$ cat config.mk
export PLATFORM = sky130hd
export DESIGN_NAME = two_key_short_long_press_classifier
export DESIGN_NICKNAME = d
export VERILOG_FILES = /design/src/rtl/tkslp_pkg.sv /design/src/rtl/two_key_short_long_press_classifier.sv /design/src/rtl/tkslp_key.sv
export SDC_FILE = /design/constraint.sdc
export NUM_CORES = 1
export LEC_CHECK = 0
export BUFFER_PORTS_ARGS = -buffer_cell sky130_fd_sc_hd__buf_2
export CAP_MARGIN = 5
export CORE_MARGIN = 2
export CORE_UTILIZATION = 61
export CTS_BUF_LIST = sky130_fd_sc_hd__clkbuf_16
export CTS_CLUSTER_SIZE = 20
export DETAILED_ROUTE_END_ITERATION = 10
export PLACE_DENSITY_LB_ADDON = 0.05
export SLEW_MARGIN = 20
export SYNTH_ARGS = -nofsm -noshare
export SYNTH_HDL_FRONTEND = slang
export SYNTH_SLANG_ARGS = --single-unit
$ cat constraint.sdc
create_clock -name i_clk -period 5.18 [get_ports i_clk]
set_input_delay 1.036 -clock i_clk [delete_from_list [all_inputs] [get_ports i_clk]]
set_output_delay 1.036 -clock i_clk [all_outputs]
set_load 0.02 [all_outputs]
$ cat src/rtl/tkslp_pkg.sv
// Shared types for the two-key short/long press classifier.
`default_nettype none

package tkslp_pkg;

    // Width of the long-press threshold register.
    localparam int unsigned THRESH_BITS = 32;
    // Width of the tick field on the input port.
    localparam int unsigned NOW_BITS    = 32;

    // One result item.
    typedef struct packed {
        logic left_press;
        logic right_press;
        logic circle_press;
        logic home_pulse;
    } t_result;

    // Per-key event flags handed from a key tracker to the top level.
    typedef struct packed {
        logic short_pulse;
        logic long_pulse;
    } t_key_evt;

endpackage

`default_nettype wire

$ cat src/rtl/two_key_short_long_press_classifier.sv
// Top level of the two-key short/long press classifier.
//
//  channel | direction | handshake            | payload
//  --------+-----------+----------------------+---------------------------------------------
//  in      | input     | i_in_valid/o_in_stall | key one, key two, launcher flag, now tick
//  out     | output    | o_out_valid/i_out_stall | left, right, circle, home
//  cfg     | input     | i_cfg_we              | long-press threshold (0 = level mode)
//
// One item per cycle sustained while the output is not stalled; an item passes through the
// input register and then the result register. The classification runs in one pass between
// the two registers; outside level mode, key state updates as an item moves into the result register.
// Synchronous active-low reset clears the key state, the threshold and both valids.
// An output stall holds the result register; the input register still takes an item
// while the result register waits, then stalls the input side until it drains.
`default_nettype none

module two_key_short_long_press_classifier #(
    parameter int unsigned TICK_BITS = 32
) (
    input  wire logic                             i_clk,
    input  wire logic                             i_rst_n,
    input  wire logic                             i_cfg_we,
    input  wire logic [tkslp_pkg::THRESH_BITS-1:0] i_cfg_wdata,
    input  wire logic                             i_in_valid,
    output logic                                  o_in_stall,
    input  wire logic                             i_key_one_level,
    input  wire logic                             i_key_two_level,
    input  wire logic                             i_launcher_running,
    input  wire logic [tkslp_pkg::NOW_BITS-1:0]   i_now_tick,
    output logic                                  o_out_valid,
    input  wire logic                             i_out_stall,
    output logic                                  o_left_press,
    output logic                                  o_right_press,
    output logic                                  o_circle_press,
    output logic                                  o_home_pulse
);
    import tkslp_pkg::*;

    logic [THRESH_BITS-1:0] r_thresh;

    logic                   r_in_vld;
    logic                   r_k1;
    logic                   r_k2;
    logic                   r_launch;
    logic [NOW_BITS-1:0]    r_now;

    logic                   r_out_vld;
    t_result                r_res;
    t_result                n_res;

    logic                   out_free;
    logic                   s1_move;
    logic                   in_take;
    logic                   level_mode;
    logic                   key_adv;
    logic [TICK_BITS-1:0]   now_ticks;
    t_key_evt               evt_one;
    t_key_evt               evt_two;

    assign out_free   = !r_out_vld || !i_out_stall;
    assign s1_move    = r_in_vld && out_free;
    assign o_in_stall = r_in_vld && !out_free;
    assign in_take    = i_in_valid && !o_in_stall;

    assign level_mode = (r_thresh == '0);
    assign key_adv    = s1_move && !level_mode;
    assign now_ticks  = TICK_BITS'(r_now);

    tkslp_key #(.TICK_BITS(TICK_BITS)) u_key_one (
        .i_clk       (i_clk),
        .i_rst_n     (i_rst_n),
        .i_adv       (key_adv),
        .i_level     (r_k1),
        .i_long_en   (1'b1),
        .i_long_fire (!r_launch),
        .i_now       (now_ticks),
        .i_thresh    (r_thresh),
        .o_evt       (evt_one)
    );

    tkslp_key #(.TICK_BITS(TICK_BITS)) u_key_two (
        .i_clk       (i_clk),
        .i_rst_n     (i_rst_n),
        .i_adv       (key_adv),
        .i_level     (r_k2),
        .i_long_en   (r_launch),
        .i_long_fire (1'b1),
        .i_now       (now_ticks),
        .i_thresh    (r_thresh),
        .o_evt       (evt_two)
    );

    always_comb begin
        if (level_mode) begin
            n_res.left_press   = r_k1;
            n_res.right_press  = r_k2;
            n_res.circle_press = 1'b0;
            n_res.home_pulse   = 1'b0;
        end else begin
            n_res.left_press   = evt_one.short_pulse;
            n_res.right_press  = evt_two.short_pulse;
            n_res.circle_press = evt_two.long_pulse;
            n_res.home_pulse   = evt_one.long_pulse;
        end
    end

    always_ff @(posedge i_clk) begin
        if (!i_rst_n) begin
            r_thresh  <= '0;
            r_in_vld  <= 1'b0;
            r_out_vld <= 1'b0;
        end else begin
            if (i_cfg_we) begin
                r_thresh <= i_cfg_wdata;
            end
            if (!o_in_stall) begin
                r_in_vld <= i_in_valid;
            end
            if (out_free) begin
                r_out_vld <= r_in_vld;
            end
        end
    end

    always_ff @(posedge i_clk) begin
        if (in_take) begin
            r_k1     <= i_key_one_level;
            r_k2     <= i_key_two_level;
            r_launch <= i_launcher_running;
            r_now    <= i_now_tick;
        end
        if (s1_move) begin
            r_res <= n_res;
        end
    end

    assign o_out_valid    = r_out_vld;
    assign o_left_press   = r_res.left_press;
    assign o_right_press  = r_res.right_press;
    assign o_circle_press = r_res.circle_press;
    assign o_home_pulse   = r_res.home_pulse;

endmodule

`default_nettype wire

$ cat src/rtl/tkslp_key.sv
// Press tracker for one key: press tick capture, long-hold check, release.
`default_nettype none

module tkslp_key #(
    parameter int unsigned TICK_BITS = 32
) (
    input  wire logic                            i_clk,
    input  wire logic                            i_rst_n,
    input  wire logic                            i_adv,
    input  wire logic                            i_level,
    input  wire logic                            i_long_en,
    input  wire logic                            i_long_fire,
    input  wire logic [TICK_BITS-1:0]            i_now,
    input  wire logic [tkslp_pkg::THRESH_BITS-1:0] i_thresh,
    output tkslp_pkg::t_key_evt                  o_evt
);
    import tkslp_pkg::*;

    localparam int unsigned CMP_BITS = (TICK_BITS > THRESH_BITS) ? TICK_BITS : THRESH_BITS;

    logic                 r_held;
    logic                 n_held;
    logic                 r_done;
    logic                 n_done;
    logic [TICK_BITS-1:0] r_tick;
    logic [TICK_BITS-1:0] n_tick;
    logic [TICK_BITS-1:0] elapsed;
    logic                 reached;

    // Held time wraps modulo 2^TICK_BITS.
    assign elapsed = i_now - r_tick;
    assign reached = CMP_BITS'(elapsed) >= CMP_BITS'(i_thresh);

    always_comb begin
        n_held = r_held;
        n_done = r_done;
        n_tick = r_tick;
        o_evt  = '0;
        priority if (i_level && !r_held) begin
            n_held = 1'b1;
            n_done = 1'b0;
            n_tick = i_now;
        end else if (i_level && !r_done && i_long_en && reached) begin
            n_done           = 1'b1;
            o_evt.long_pulse = i_long_fire;
        end else if (!i_level && r_held) begin
            o_evt.short_pulse = !r_done;
            n_held            = 1'b0;
            n_done            = 1'b0;
        end else begin
            // no press, long action or release: hold the state
        end
    end

    always_ff @(posedge i_clk) begin
        if (!i_rst_n) begin
            r_held <= 1'b0;
            r_done <= 1'b0;
        end else if (i_adv) begin
            r_held <= n_held;
            r_done <= n_done;
        end
    end

    // Tick is only read while held, and every press writes it.
    always_ff @(posedge i_clk) begin
        if (i_adv) begin
            r_tick <= n_tick;
        end
    end

endmodule

`default_nettype wire

Yosys cells after proc, flatten, opt, wreduce, memory -nomap -nowiden
Cells that the tools add are included. Widths: inputs -> output; s select.

$add $sub $neg: 2. Magnitude comparators: 2. Equality and inequality tests: 2. Muxes and demuxes: 19. Bitwise gates (word level): 1. Reductions and logical operators: 39.

Operators with widths (number): $ge 32x32->1 (2); $sub 32x32->32 (2); $logic_not 32->1 (1); $mux 1 (16); $logic_and 1x1->1 (13); $logic_not 1->1 (12); $reduce_and 2->1 (4); $reduce_and 3->1 (2); $reduce_bool 3->1 (2); $mux 2 (2); $mux 4 (1); $ne 2x1->1 const B (2); $reduce_bool 2->1 (2); $reduce_or 3->1 (1); $reduce_or 2->1 (1); $logic_or 1x1->1 (1); $not 1->1 (1).

Flip-flop bits (word level): 141. Bits of input ports: 72. Output and inout bits: 6. Logic and storage cells: 82.

Longest topological paths before layout
Gate-level depths: netlist (run 1).

Depth in word-level cells: 7. Mapped depth: 21. Gate-level depth less buffers: 21.

Cells and area by module
Synthesis (run 1) repeated with hierarchy kept, for this count alone.

Cells, all modules: 983. Area total of the unflattened synthesis: 9794.4 um^2.

By module, submodules not included: tkslp_key (u_key_one) (times used 1, cells each 415, area an instance 3662.3 um^2, sequential area each 1001.0 um^2); tkslp_key (u_key_two) (times used 1, cells each 400, area an instance 3564.7 um^2, sequential area each 1001.0 um^2); two_key_short_long_press_classifier (times used 1, cells each 168, area an instance 2567.5 um^2, sequential area each 1851.8 um^2).

Worst setup path before layout (run 1)
No wires, ideal clock.

Path kind: register to register. Start point: register r_now[0] (netlist: now_ticks[0]). End point: register r_res (netlist bit o_left_press) (data pin). Library setup time: 256 ps. Arrival: 3964 ps. Data required time: 4924 ps. Slack: 960 ps. Cell stages (with the launch flop): 19. Buffers on the path: 0. Period minus slack after synthesis: 4220 ps. Path through: edfxtp_1 > inv_1 > ha_1 > inv_1 > fa_1 > a211oi_1 > o21ai_0 > nand4_1 > a31oi_1 > a311oi_1 > xnor2_1 > ha_1 > nand4_1 > or2_2 > or4_1 > o211ai_1 > a311o_1 > nand4b_1 > a41o_1.

RTL lines: from (decl) (line two_key_short_long_press_classifier.sv:45) `logic [NOW_BITS-1:0] r_now;`; from (signal assigned) (line two_key_short_long_press_classifier.sv:130) `r_now <= i_now_tick;`; to (signal assigned) (line two_key_short_long_press_classifier.sv:133) `r_res <= n_res;`; to (decl) (line two_key_short_long_press_classifier.sv:48) `t_result r_res;`.

Worst setup path in the final report (run 1)
Start point: register r_now[0] (netlist: now_ticks[0]). End point: register r_res (netlist bit o_home_pulse) (data pin).

Word-level cells in the longest chain between the ends: 5.

Ends and longest elaborated chain: $sub 32x32->32 (line tkslp_key.sv:31) `assign elapsed = i_now - r_tick;`; $ge 32x32->1 (line tkslp_key.sv:32) `assign reached = CMP_BITS'(elapsed) >= CMP_BITS'(i_thresh);`; $logic_and 1x1->1 (line tkslp_key.sv:43) `end else if (i_level && !r_done && i_long_en && reached) begin`; $not 1->1 (no source line); $reduce_or 3->1 (no source line).

No other way between the ends. A chain may end at the register's enable or synchronous reset.

==> results.md, run 1 <==
* Ant. Diodes at 0
* Die X at 130 µm
* Clock slew at reported path FFs at approximately 0.060 ns
* Clock root buffer: clkbuf_16
* Worst-Skew Late Latency at 0.43 ns
* Switching share of power at 27.9%
* Mapped Avg Cell Area at 10.2 µm²
* Number of global-route vias before repair at 7199
* R2R setup slack at 0.35 ns
* Max FO, Critical Path at 4
* Die height at around 130 µm
* Via count at about 7.3k
* Grt ovf at 0
* Crit Path Class: reg2reg
* Post-Route Setup TNS at 0 ns
* # DRC at 0
* Combinational power share at 22.1%
* Worst slack at placement at 0.362 ns
* Die area at about 17000 µm²
* CTS tree: yes
* Routed Antenna Nets at 0
* DRT iter0 DRCs at 428
* Tmin final at just under 5 ns
* Drt first pass iters at 5
* Setup Fix Bufs, Post-CTS at 0
* Initial antenna violation count at 0
* Clock sinks at 141
* Syn-to-layout area delta at 13.4%
* Area share of the largest cell type after synthesis at 32.2%
* Syn_nets at 1151
* Htree depth at 4
* Final worst slack at 0.352 ns
* Netlist cell types at 63
* Slew Viols, Final at 0
* Largest net degree at the start of global routing at 39
* Top-level I/O count at 78
* Hold Fails Final Rpt at 0
* Critical path endpoint category: flip-flop
* Gate Count Post-Synth at 947
* Max clock buf depth at 2
* Final period utilization at 93.2%
* Worst slew margin at 33.3%
* Vias per cell at 5.82
* Number of flops mapped to enable cells by yosys at just over 100
* Largest cells by area after synthesis: edfxtp_1, ha_1, dfxtp_1
* Unrepaired setup endpoints after global routing: false
* Worst min-delay path class: reg2reg
* Global Route Usage Sum at 27.3%
* Clock power share at 38.6%
* Synthesis Warnings at 0
* Buffers on Ports at 77
* First-pass GRT wire length at around 35000 µm
* Fmax achieved at 0.207 GHz
* Ratio of cells with drive above 1 in the final layout at roughly an eighth
* Initial Utilization at 62.8%
* Synthesized area at 9620 µm²
* Cell taking the most area after synthesis: edfxtp_1
* Final setup fails at 0
* Sequential share of power at 39.3%
* Synth async-reset ratio at 0%
* Int Pwr at 2.40 mW
* WHS at 0.488 ns
* GPL Wtd Cong at 0.884
* Worst endpoint required time at about 5.4 ns
* Nets at 1239
* Arrival time at the worst endpoint at 5.06 ns
* Pwr Total at 3.33 mW
* Startpoint types: flip-flop
* Maximum vdd drop at 0.313 mV
* Post-synthesis register bit count at 141
* Core Rows at 45
* Post-synthesis sequential area ratio at 40.1%
* Outcome: finished clean
* Main synth FF type: edfxtp_1
* Pwr/cell area at around 300 nW/µm²
* Total clock buffers created by CTS at 17
* Pleak at between 4 and 5 nW
* Core outline area at 15300 µm²
* Sw Pwr at between 0.9 and 1 mW
* Final WL at 22000 µm
* DP HPWL at 16800 µm
* Skew final at roughly 0.007 ns
* Wire length per cell at 17.4 µm
* Tightest Pin Transition at 1.00 ns
* Max-cap violations at 0
==> worst max-delay path, cell delays in order, from the launching register on <==
cell	delay [ns]
edfxtp_1	0.41
inv_1	0.10
ha_1	0.17
inv_1	0.05
fa_1	0.42
a211oi_1	0.35
o21ai_0	0.23
nand4_1	0.15
a31oi_1	0.21
a311oi_2	0.40
xnor2_1	0.11
ha_1	0.30
nand4_1	0.12
or2_2	0.33
or4_1	0.52
o211ai_1	0.13
a311o_1	0.17
nand4b_1	0.14
nor4b_1	0.32
==> path summary, 6_finish.rpt <==
path / to / startpoint / depth (start not counted)
setup / recovery: o_home_pulse$_SDFFCE_PP0P_ / now_ticks[0]$_DFFE_PP_ / 18
hold / removal: u_key_two.r_tick[0]$_DFFE_PP_ / now_ticks[0]$_DFFE_PP_ / 0
setup reg to reg: o_home_pulse$_SDFFCE_PP0P_ / now_ticks[0]$_DFFE_PP_ / 18
hold reg to reg: u_key_two.r_tick[0]$_DFFE_PP_ / now_ticks[0]$_DFFE_PP_ / 0
==> Yosys cell counts (2+ instances only) <==
cell type and number:
nor4_1 10, a41o_1 2, ha_1 130, o211ai_1 8, o31ai_1 3, a311o_1 2
o21bai_1 10, mux2i_1 32, xnor2_1 35, nor4b_1 3, nand4b_1 2, o21ai_1 2
a21oi_1 55, inv_1 111, dfxtp_1 38, nand2_1 31, and2_1 4, buf_1 3
a2111oi_0 3, and3_1 8, o21ai_0 35, or2_2 3, a311oi_1 2, a31oi_1 9
xor2_1 15, a211oi_1 12, a21o_1 57, nor3b_1 2, and3b_1 2, nor2_1 41
or3_1 7, nor2b_1 42, a211o_1 5, nand2b_1 11, a21boi_0 9, o21a_1 16
edfxtp_1 103, o2111ai_1 2, nor3_1 16, a41oi_1 3, nand4_1 14, nand3_1 17
clkbuf_1 11, fa_1 2
==> cell families (layout without fill, tap and decap cells) <==
logic type / count (synthesis) / after routing / share of synthesized area, %
AOI/OAI and AO/OA: 250 / 250 / 17.7
and+or+nand+nor: 216 / 216 / 12.0
DFF: 141 / 141 / 40.1
adders and majority gates: 132 / 132 / 17.3
buffers and inverters: 126 / 227 / 5.00
xor gates and xnor gates: 50 / 50 / 4.55
muxes: 32 / 32 / 3.33
==> cells in the final DEF (no fill, tap or decap), types with 10 or more instances in the layout <==
cell,synthesis,routed
a21o_1,57,57
nand2b_1,11,11
a211oi_1,12,12
clkbuf_16,0,17
nor2_1,41,39
xor2_1,15,15
mux2i_1,32,32
edfxtp_1,103,103
nand4_1,14,14
nor2b_1,42,41
o21ai_0,35,35
a21oi_1,55,55
xnor2_1,35,35
nor3_1,16,16
nand3_1,17,17
ha_1,130,130
o21bai_1,10,10
nand2_1,31,31
buf_2,0,77
inv_1,111,111
dfxtp_1,38,38
nor4_1,10,10
o21a_1,16,16
==> registers in the layout, indices dropped and copies added (netlist names) <==
| signal | count |
|---|---|
| r_k2 | 1 |
| r_thresh | 32 |
| r_k1 | 1 |
| u_key_two.r_done | 1 |
| now_ticks | 32 |
| o_circle_press | 1 |
| u_key_two.r_tick | 32 |
| o_left_press | 1 |
| u_key_one.r_tick | 32 |
| o_out_valid | 1 |
| u_key_one.r_done | 1 |
| r_launch | 1 |
| o_home_pulse | 1 |
| r_in_vld | 1 |
| u_key_two.r_held | 1 |
| o_right_press | 1 |
| u_key_one.r_held | 1 |
==> through the flow <==
stage	instance area, µm²	cells	utilization, %
2_1_floorplan	9620	947	-
3_3_place_gp	10300	1227	67.1
3_5_place_dp	10300	1227	67.1
4_1_cts	10900	1259	71.2
5_1_grt	10900	1259	71.2
6_report	10900	1259	71.2
==> cell type report <==
type | instances | area (µm²)
Clock buffer | 17 | 425
Clock inverter | 15 | 195
Fill cell | 1198 | 4410
Sequential cell | 141 | 3850
Timing Repair Buffer | 84 | 450
Inverter | 111 | 417
Multi-Input combinational cell | 680 | 5300
Tap cell | 211 | 264
==> per-layer routing <==
layer	vias up	wire, µm	GRT usage, %
li1	3648	-	-
met1	3473	9780	33.9
met2	175	10700	47.7
met3	35	955	5.41
met4	0	487	9.11
met5	-	0	0
==> timing repair <==
action / in CTS / in global routing
hold buffers: 0 / 0
resized for setup: 0 / 1
setup endpoints to repair: 0 / 2
==> power groups by stage <==
stage	sequential [mW]	clock (mW)	combinational, mW
after global routing	1.32	1.34	0.828
final	1.31	1.29	0.737
after global placement	1.33	0	0.709
after CTS	1.31	1.31	0.733
after floorplan	1.32	0	0.537
after detailed placement	1.33	0	0.724
(Power assumes the default switching activity.)
==> run 2, diff against run 1 <==
--- a/config.mk
+++ b/config.mk
@@ -16,4 +16,5 @@
 export SLEW_MARGIN = 20
 export SYNTH_ARGS = -nofsm -noshare
 export SYNTH_HDL_FRONTEND = slang
+export SYNTH_HIERARCHICAL = 1
 export SYNTH_SLANG_ARGS = --single-unit
==> run 2 against run 1 <==
Maximum frequency fell by 3.5%. Worst setup slack got worse by 0.18 ns. Register-to-register slack lost 0.18 ns. Count of clock-buffer cells in the layout unchanged. Utilization is 1.2 points lower. Critical path depth up 3. Via count rose by 1.7%. Die area grew 1.8%.
==> results.md, run 2 <==
* Post-synth top cells: inv_1, ha_1, edfxtp_1, a21oi_1, nor2_1
* Routed Antenna Nets at 0 (unchanged)
* Outcome: finished clean
* Final worst slack at 0.174 ns (-0.178 ns)
* Arrival time at the worst endpoint at 5.18 ns (+0.12 ns)
* Pleak at 4.89 nW (+0.72%)
* Startpoint types: flip-flop
* Vias per cell at 5.74 (-1.4%)
* Max-cap violations at 0 (unchanged)
* Buffers on Ports at 77 (unchanged)
* Ant. Diodes at 0 (unchanged)
* DP HPWL at 16500 µm (-1.5%)
* Main synth FF type: edfxtp_1
* Worst slack at placement at -0.00781 ns (-0.370 ns)
* Initial antenna violation count at 0 (unchanged)
* Worst endpoint required time at 5.36 ns (-0.05 ns)
* Number of global-route vias before repair at 6876 (-4.5%)
* Die area at 17100 µm² (+1.8%)
* WHS at 0.511 ns (+0.0233 ns)
* CTS Hold Buffers Added at 0 (unchanged)
* Mapped Avg Cell Area at 9.96 µm² (-1.9%)
* Cell taking the most area after synthesis: edfxtp_1
* Core outline area at 15800 µm² (+3.0%)
* Largest net degree at the start of global routing at 41 (+5.1%)
* Most common cell in the netlist: inv_1
* Grt ovf at 0 (unchanged)
* Final period utilization at 96.6% (+3.4 points)
* Netlist cell types at 73 (+16%)
* Wire length per cell at 17.1 µm (-1.9%)
* Max clock buf depth at 2 (unchanged)
* Gate Count Post-Synth at 983 (+3.8%)
* Tightest Pin Transition at 1.07 ns (+0.0744 ns)
* Worst Setup SP: now_ticks[0]$_DFFE_PP_
* Tmin final at 5.01 ns (+0.178 ns)
* Finished Core Util at 70.0% (-1.2 points)
* Worst min-delay path class: reg2reg
* Synthesized area at 9790 µm² (+1.8%)
* Post-synthesis sequential area ratio at 39.3% (-0.73 points)
* Htree depth at 4 (unchanged)
* Largest cells by area after synthesis: edfxtp_1, ha_1, dfxtp_1
* Unrepaired setup endpoints after global routing: true
* Clock root buffer: clkbuf_16
* Final setup fails at 0 (unchanged)
* Setup Fix Bufs, Post-CTS at 0 (unchanged)
* Fillcell total at 1277 (+6.6%)
* Pwr/cell area at 294 nW/µm² (-3.8%)
* Global Route Usage Sum at 26.8% (-0.51 points)
* Drt first pass iters at 5 (unchanged)
* Nets at 1274 (+2.8%)
* Maximum vdd drop at 0.240 mV (-23%)
* R2R setup slack at 0.17 ns (-0.18 ns)
* Final cell count without fillers at 1299 (+3.2%)
* R2R Path Start: now_ticks[0]$_DFFE_PP_
* Initial Utilization at 62.1% (-0.69 points)
* Total clock buffers created by CTS at 17 (unchanged)
* CTS tree: yes
* Die height at 131 µm (+0.89%)
* Hold Fails Final Rpt at 0 (unchanged)
* Worst r2r path cells at 21 (+3)
* Slew Viols, Final at 0 (unchanged)
* CP endpoint: o_right_press$_DFFE_PP_
* Ratio of cells with drive above 1 in the final layout at 12.7% (+0.34 points)
* Worst R2R End: o_right_press$_DFFE_PP_
* GPL Wtd Cong at 0.937 (+5.9%)
* First-pass GRT wire length at 35100 µm (-0.62%)
* Core Rows at 46 (+2.2%)
* Pwr Total at 3.25 mW (-2.6%)
* Syn-to-layout area delta at 12.8%
* Synthesis Warnings at 6 (+6)
* Critical path endpoint category: flip-flop
* Final WL at 22200 µm (+1.2%)
* Max FO, Critical Path at 4 (unchanged)
* Die X at 131 µm (+0.89%)
* Via count at 7459 (+1.7%)
* Sequential cell area at 3850 µm² (unchanged)
* Worst slew margin at 28.4% (-5.0 points)
* Number of flops mapped to enable cells by yosys at 103 (unchanged)
* Crit Path Class: reg2reg
* DRT iter0 DRCs at 573 (+34%)
* Area share of the largest cell type after synthesis at 31.6% (-0.58 points)
* Skew final at 0.00852 ns (+0.00149 ns)
* Top-level I/O count at 78 (unchanged)
* DP Cell Count at 1266 (+3.2%)
* Area of the multi-input gates at 5360 µm² (+1.1%)
* Worst-Skew Late Latency at 0.42 ns (about the same)
* Clock sinks at 141 (unchanged)
* Synth async-reset ratio at 0% (unchanged)
* Post-synthesis register bit count at 141 (unchanged)
* Clock slew at reported path FFs at 0.06 ns (about the same)
* Most frequent cells in the layout: inv_1, ha_1, edfxtp_1, buf_2, a21oi_1
* Fmax achieved at 0.200 GHz (-3.5%)
* # DRC at 0 (unchanged)
* Commonest non-fill, non-tap cell in the layout: inv_1
-- run 2: cell types whose count changed in the layout (fill, tap and decap cells not counted), moves of 5 or more --
cell | previous run | this run
or3_1 | 7 | 2
o21a_1 | 16 | 7
nand2b_1 | 11 | 6
nand4_1 | 14 | 22
a21oi_1 | 55 | 63
o21ai_1 | 2 | 12
nand2_1 | 31 | 38
a21boi_0 | 9 | 4
nor2b_1 | 41 | 36
inv_1 | 111 | 146
a21o_1 | 57 | 44
nor2_1 | 39 | 48
-- run 2: cell families (layout without fill, tap and decap cells) --
group                      after synthesis  in the layout  synth area share (%)
muxes                                   35             35                  3.60
DFF                                    141            141                  39.3
AOI/OAI and AO/OA                      242            242                  17.4
and+or+nand+nor                        222            222                  11.9
buffers and inverters                  160            259                  6.29
xor gates and xnor gates                50             50                  4.47
adders and majority gates              132            132                  17.0
other                                    1              2                0.0383
-- run 2: worst min-delay path by stage --
stage / startpoint / endpoint / slack, ns / cells after the start
after floorplan: r_in_vld$_SDFFE_PN0N_ / o_out_valid$_SDFFE_PN0P_ / 0.47 / 2
after detailed placement: now_ticks[0]$_DFFE_PP_ / u_key_one/r_tick[0]$_DFFE_PP_ / 0.50 / 0
after global placement: now_ticks[0]$_DFFE_PP_ / u_key_one/r_tick[0]$_DFFE_PP_ / 0.48 / 0
final: r_in_vld$_SDFFE_PN0N_ / o_out_valid$_SDFFE_PN0P_ / 0.51 / 2
after global routing: u_key_two/r_held$_SDFFE_PN0P_ / u_key_two/r_held$_SDFFE_PN0P_ / 0.54 / 2
after CTS: r_in_vld$_SDFFE_PN0N_ / o_out_valid$_SDFFE_PN0P_ / 0.51 / 2
-- run 2: worst max-delay path, stage by stage (launching register included) --
cell,delay [ns]
edfxtp_1,0.43
inv_1,0.10
ha_1,0.19
inv_1,0.06
fa_1,0.42
a211oi_1,0.27
o21bai_1,0.18
o41ai_2,0.42
a21oi_1,0.16
o211ai_1,0.25
nand3_1,0.13
a221oi_1,0.27
o21bai_1,0.11
xor2_1,0.15
ha_1,0.30
nand4_1,0.13
nor2_2,0.18
nand2_1,0.12
o311ai_4,0.34
nand2_1,0.12
and3_1,0.19
mux2_2,0.25
-- run 2: through the flow --
| stage | area [µm²] | TNS [ns] |
|---|---|---|
| floorplan | 9800 | 0 |
| global placement | 10400 | 0 |
| detailed placement | 10400 | -0.00781 |
| CTS | 11000 | 0 |
| global route | 11000 | -0.0507 |
| finish | 11000 | 0 |
-- run 2: area by class of cell --
cell class                      instances  share of cell area (%)
Clock buffer                           17                    3.85
Clock inverter                         15                    1.31
Inverter                              144                    4.89
Multi-Input combinational cell        683                    48.5
Sequential cell                       141                    34.9
Tap cell                              216                    2.45
Timing Repair Buffer                   83                    4.08
-- run 2: metal layers --
metal	vias to the layer above	wire, µm	global-route usage, %
met5	-	0	0
met4	0	344	7.38
met3	27	1050	4.76
met2	200	10100	42.0
met1	3502	10800	38.5
li1	3730	-	-
-- run 2: repair_timing --
action                                  CTS  global route
resized for setup                         1             3
pin swaps                                 0             2
endpoints found under the setup margin    1             3
-- run 2: where the power goes --
part | switching (mW) | internal (mW) | leakage (nW)
Combinational | 0.410 | 0.332 | 3.32
Clock | 0.484 | 0.706 | 0.284
Sequential | 0.0476 | 1.27 | 1.28
Total | 0.942 | 2.31 | 4.89
==> run 3, diff against run 2 <==
--- a/config.mk
+++ b/config.mk
@@ -12,6 +12,7 @@
 export CTS_BUF_LIST = sky130_fd_sc_hd__clkbuf_16
 export CTS_CLUSTER_SIZE = 20
 export DETAILED_ROUTE_END_ITERATION = 10
+export MAX_ROUTING_LAYER = met4
 export PLACE_DENSITY_LB_ADDON = 0.05
 export SLEW_MARGIN = 20
 export SYNTH_ARGS = -nofsm -noshare
==> run 3 against run 2 <==
Clock power up 8%. Clock skew about the same. Flip-flop and latch count unchanged. Sequential share of layout area down 0.13 points. Non-clock buffer count unchanged. Total power up 2.7%. Maximum frequency up 2.8%. Critical endpoint is now o_home_pulse$_SDFFCE_PN0P_. Routed wire length about the same. Via count down 1.0%. Critical path type unchanged. Sequential power about the same.
==> results.md, run 3 (synthesis results as in run 2) <==
* Outcome: finished clean
* Pleak at 4.90 nW (+0.35%)
* Die area at 17100 µm² (unchanged)
* Post-Route Setup TNS at 0 ns (unchanged)
* Max FO, Critical Path at 4 (unchanged)
* Final setup fails at 0 (unchanged)
* Ratio of cells with drive above 1 in the final layout at 12.7% (unchanged)
* Top-level I/O count at 78 (unchanged)
* Syn-to-layout area delta at 13.2%
* Htree depth at 4 (unchanged)
* Worst min-delay path class: reg2reg
* Core outline area at 15800 µm² (unchanged)
* Int Pwr at 2.37 mW (+2.6%)
* Number of global-route vias before repair at 6831 (-0.65%)
* First-pass GRT wire length at 34900 µm (-0.36%)
* Routed Antenna Nets at 0 (unchanged)
* Clock slew at reported path FFs at 0.06 ns (about the same)
* Max clock buf depth at 2 (unchanged)
* Via count at 7383 (-1.0%)
* DP HPWL at 16800 µm (+1.6%)
* Grt ovf at 0 (unchanged)
* Sw Pwr at 0.968 mW (+2.8%)
* Total clock buffers created by CTS at 17 (unchanged)
* Sequential share of power at 39.5% (-1.0 points)
* Die height at 131 µm (unchanged)
* WP buf/inv at 2 (unchanged)
* Clock sinks at 141 (unchanged)
* Ant. Diodes at 0 (unchanged)
* Worst-Skew Late Latency at 0.43 ns (about the same)
* Most frequent cells in the layout: inv_1, ha_1, edfxtp_1, buf_2, a21oi_1
* Slew Viols, Final at 0 (unchanged)
* # DRC at 0 (unchanged)
* Worst endpoint required time at 5.37 ns (about the same)
* Core Rows at 46 (unchanged)
* Wire length per cell at 17.1 µm (about the same)
* DRT iter0 DRCs at 494 (-14%)
* Drt first pass iters at 7 (+2)
* Startpoint types: flip-flop
* Nets at 1274 (unchanged)
* GPL Wtd Cong at 0.983 (+4.9%)
* Tmin final at 4.87 ns (-0.138 ns)
* Commonest non-fill, non-tap cell in the layout: inv_1
* WHS at 0.506 ns (-0.00531 ns)
* Clock power share at 38.3% (+1.7 points)
* Die X at 131 µm (unchanged)
* Setup Fix Bufs, Post-CTS at 0 (unchanged)
* Global Route Usage Sum at 27.6% (+0.78 points)
* Switching share of power at 29.0% (+0.036 points)
* Worst slew margin at 28.0% (-0.42 points)
* Final WL at 22300 µm (about the same)
* Critical Path, Cell by Cell: inv_1, ha_1, inv_1, fa_1, a211oi_1, o21a_1, nor3_1, nor2_1, a311o_1, o21ai_4, a31oi_1, xnor2_1, ha_1, a21o_1, a21oi_1, nor2_1, a211oi_1, a211oi_2, and3_1, and2b_2
* Maximum vdd drop at 0.254 mV (+5.8%)
* Pwr/cell area at 301 nW/µm² (+2.3%)
* CP top delay family: compound AO/OA/AOI/OAI gates
* CTS Hold Buffers Added at 0 (unchanged)
* Hold Fails Final Rpt at 0 (unchanged)
* Final period utilization at 94.0% (-2.7 points)
* Max-cap violations at 0 (unchanged)
* Crit Path Class: reg2reg
* Initial Utilization at 62.1% (unchanged)
* Vias per cell at 5.68 (-1.0%)
* Initial antenna violation count at 0 (unchanged)
* Combinational power share at 22.3% (-0.5 points)
* Unrepaired setup endpoints after global routing: false
* CP max stage cell: a211oi_1
* Critical path endpoint category: flip-flop
* CTS tree: yes
* Clock root buffer: clkbuf_16
* Fmax achieved at 0.205 GHz (+2.8%)
* Tightest Pin Transition at 1.08 ns (+0.00624 ns)
* Arrival time at the worst endpoint at 5.06 ns (-0.12 ns)
* Buffers on Ports at 77 (unchanged)
* Largest net degree at the start of global routing at 41 (unchanged)
* Crit-path max cell delay at 0.51 ns (+0.08 ns)
* Skew final at 0.00825 ns (-0.000262 ns)
-- run 3: worst register-to-register path, stage by stage (launching register included) --
cell      delay, ns
edfxtp_1       0.44
inv_1          0.08
ha_1           0.18
inv_1          0.06
fa_1           0.41
a211oi_1       0.31
o21a_1         0.22
nor3_1         0.08
nor2_1         0.28
a311o_1        0.35
o21ai_4        0.11
a31oi_1        0.22
xnor2_1        0.14
ha_1           0.26
a21o_1         0.16
a21oi_1        0.14
nor2_1         0.05
a211oi_1       0.51
a211oi_2       0.22
and3_1         0.23
and2b_2        0.18
-- run 3: cell type report --
type,count,area [µm²]
clock buffers,17,425
clock inverters,15,189
fillers,1289,4680
inverters,144,541
multi-input cells,683,5360
flip-flops and latches,141,3850
well taps,216,270
repair buffers,83,450
-- run 3: worst paths after layout --
kind	startpoint	endpoint	slack [ns]	cells after the start
hold reg to reg	r_in_vld$_SDFFE_PN0N_	o_out_valid$_SDFFE_PN0P_	0.51	2
hold / removal	r_in_vld$_SDFFE_PN0N_	o_out_valid$_SDFFE_PN0P_	0.51	2
setup / recovery	now_ticks[0]$_DFFE_PP_	o_home_pulse$_SDFFCE_PN0P_	0.31	20
setup reg to reg	now_ticks[0]$_DFFE_PP_	o_home_pulse$_SDFFCE_PN0P_	0.31	20
-- run 3: through the flow --
step                      instances  power (mW)  cell area, µm²  utilization [%]  setup WS (ns)
after detailed placement       1266        2.06           10400             66.1         0.0183
after global placement         1266        2.04           10400             66.1          0.190
after global routing           1299        3.49           11100             70.3         0.0323
after CTS                      1298        3.34           11000             70.0          0.207
after floorplan                 984        1.87            9800                -          0.876
final                          1299        3.33           11100             70.3          0.312
-- run 3: layer usage --
metal | up-vias | global-route usage [%] | part of all wire [%]
met4 | 0 | 7.63 | 1.4
met5 | - | - | 0
met2 | 212 | 41.5 | 45
met3 | 25 | 4.23 | 4.9
met1 | 3414 | 39.1 | 49
li1 | 3732 | - | -
-- run 3: what timing repair did --
item / in CTS / in global routing
endpoints found under the setup margin: 1 / 2
pin swaps: 0 / 1
resized for setup: 1 / 2
hold endpoints to repair: 0 / 0
-- run 3: power by group through the flow --
stage	Clock (mW)	Combinational [mW]	Sequential (mW)
final	1.28	0.743	1.32
after global routing	1.33	0.834	1.32
after CTS	1.29	0.729	1.32
after detailed placement	0	0.718	1.34
after global placement	0	0.703	1.34
after floorplan	0	0.544	1.32
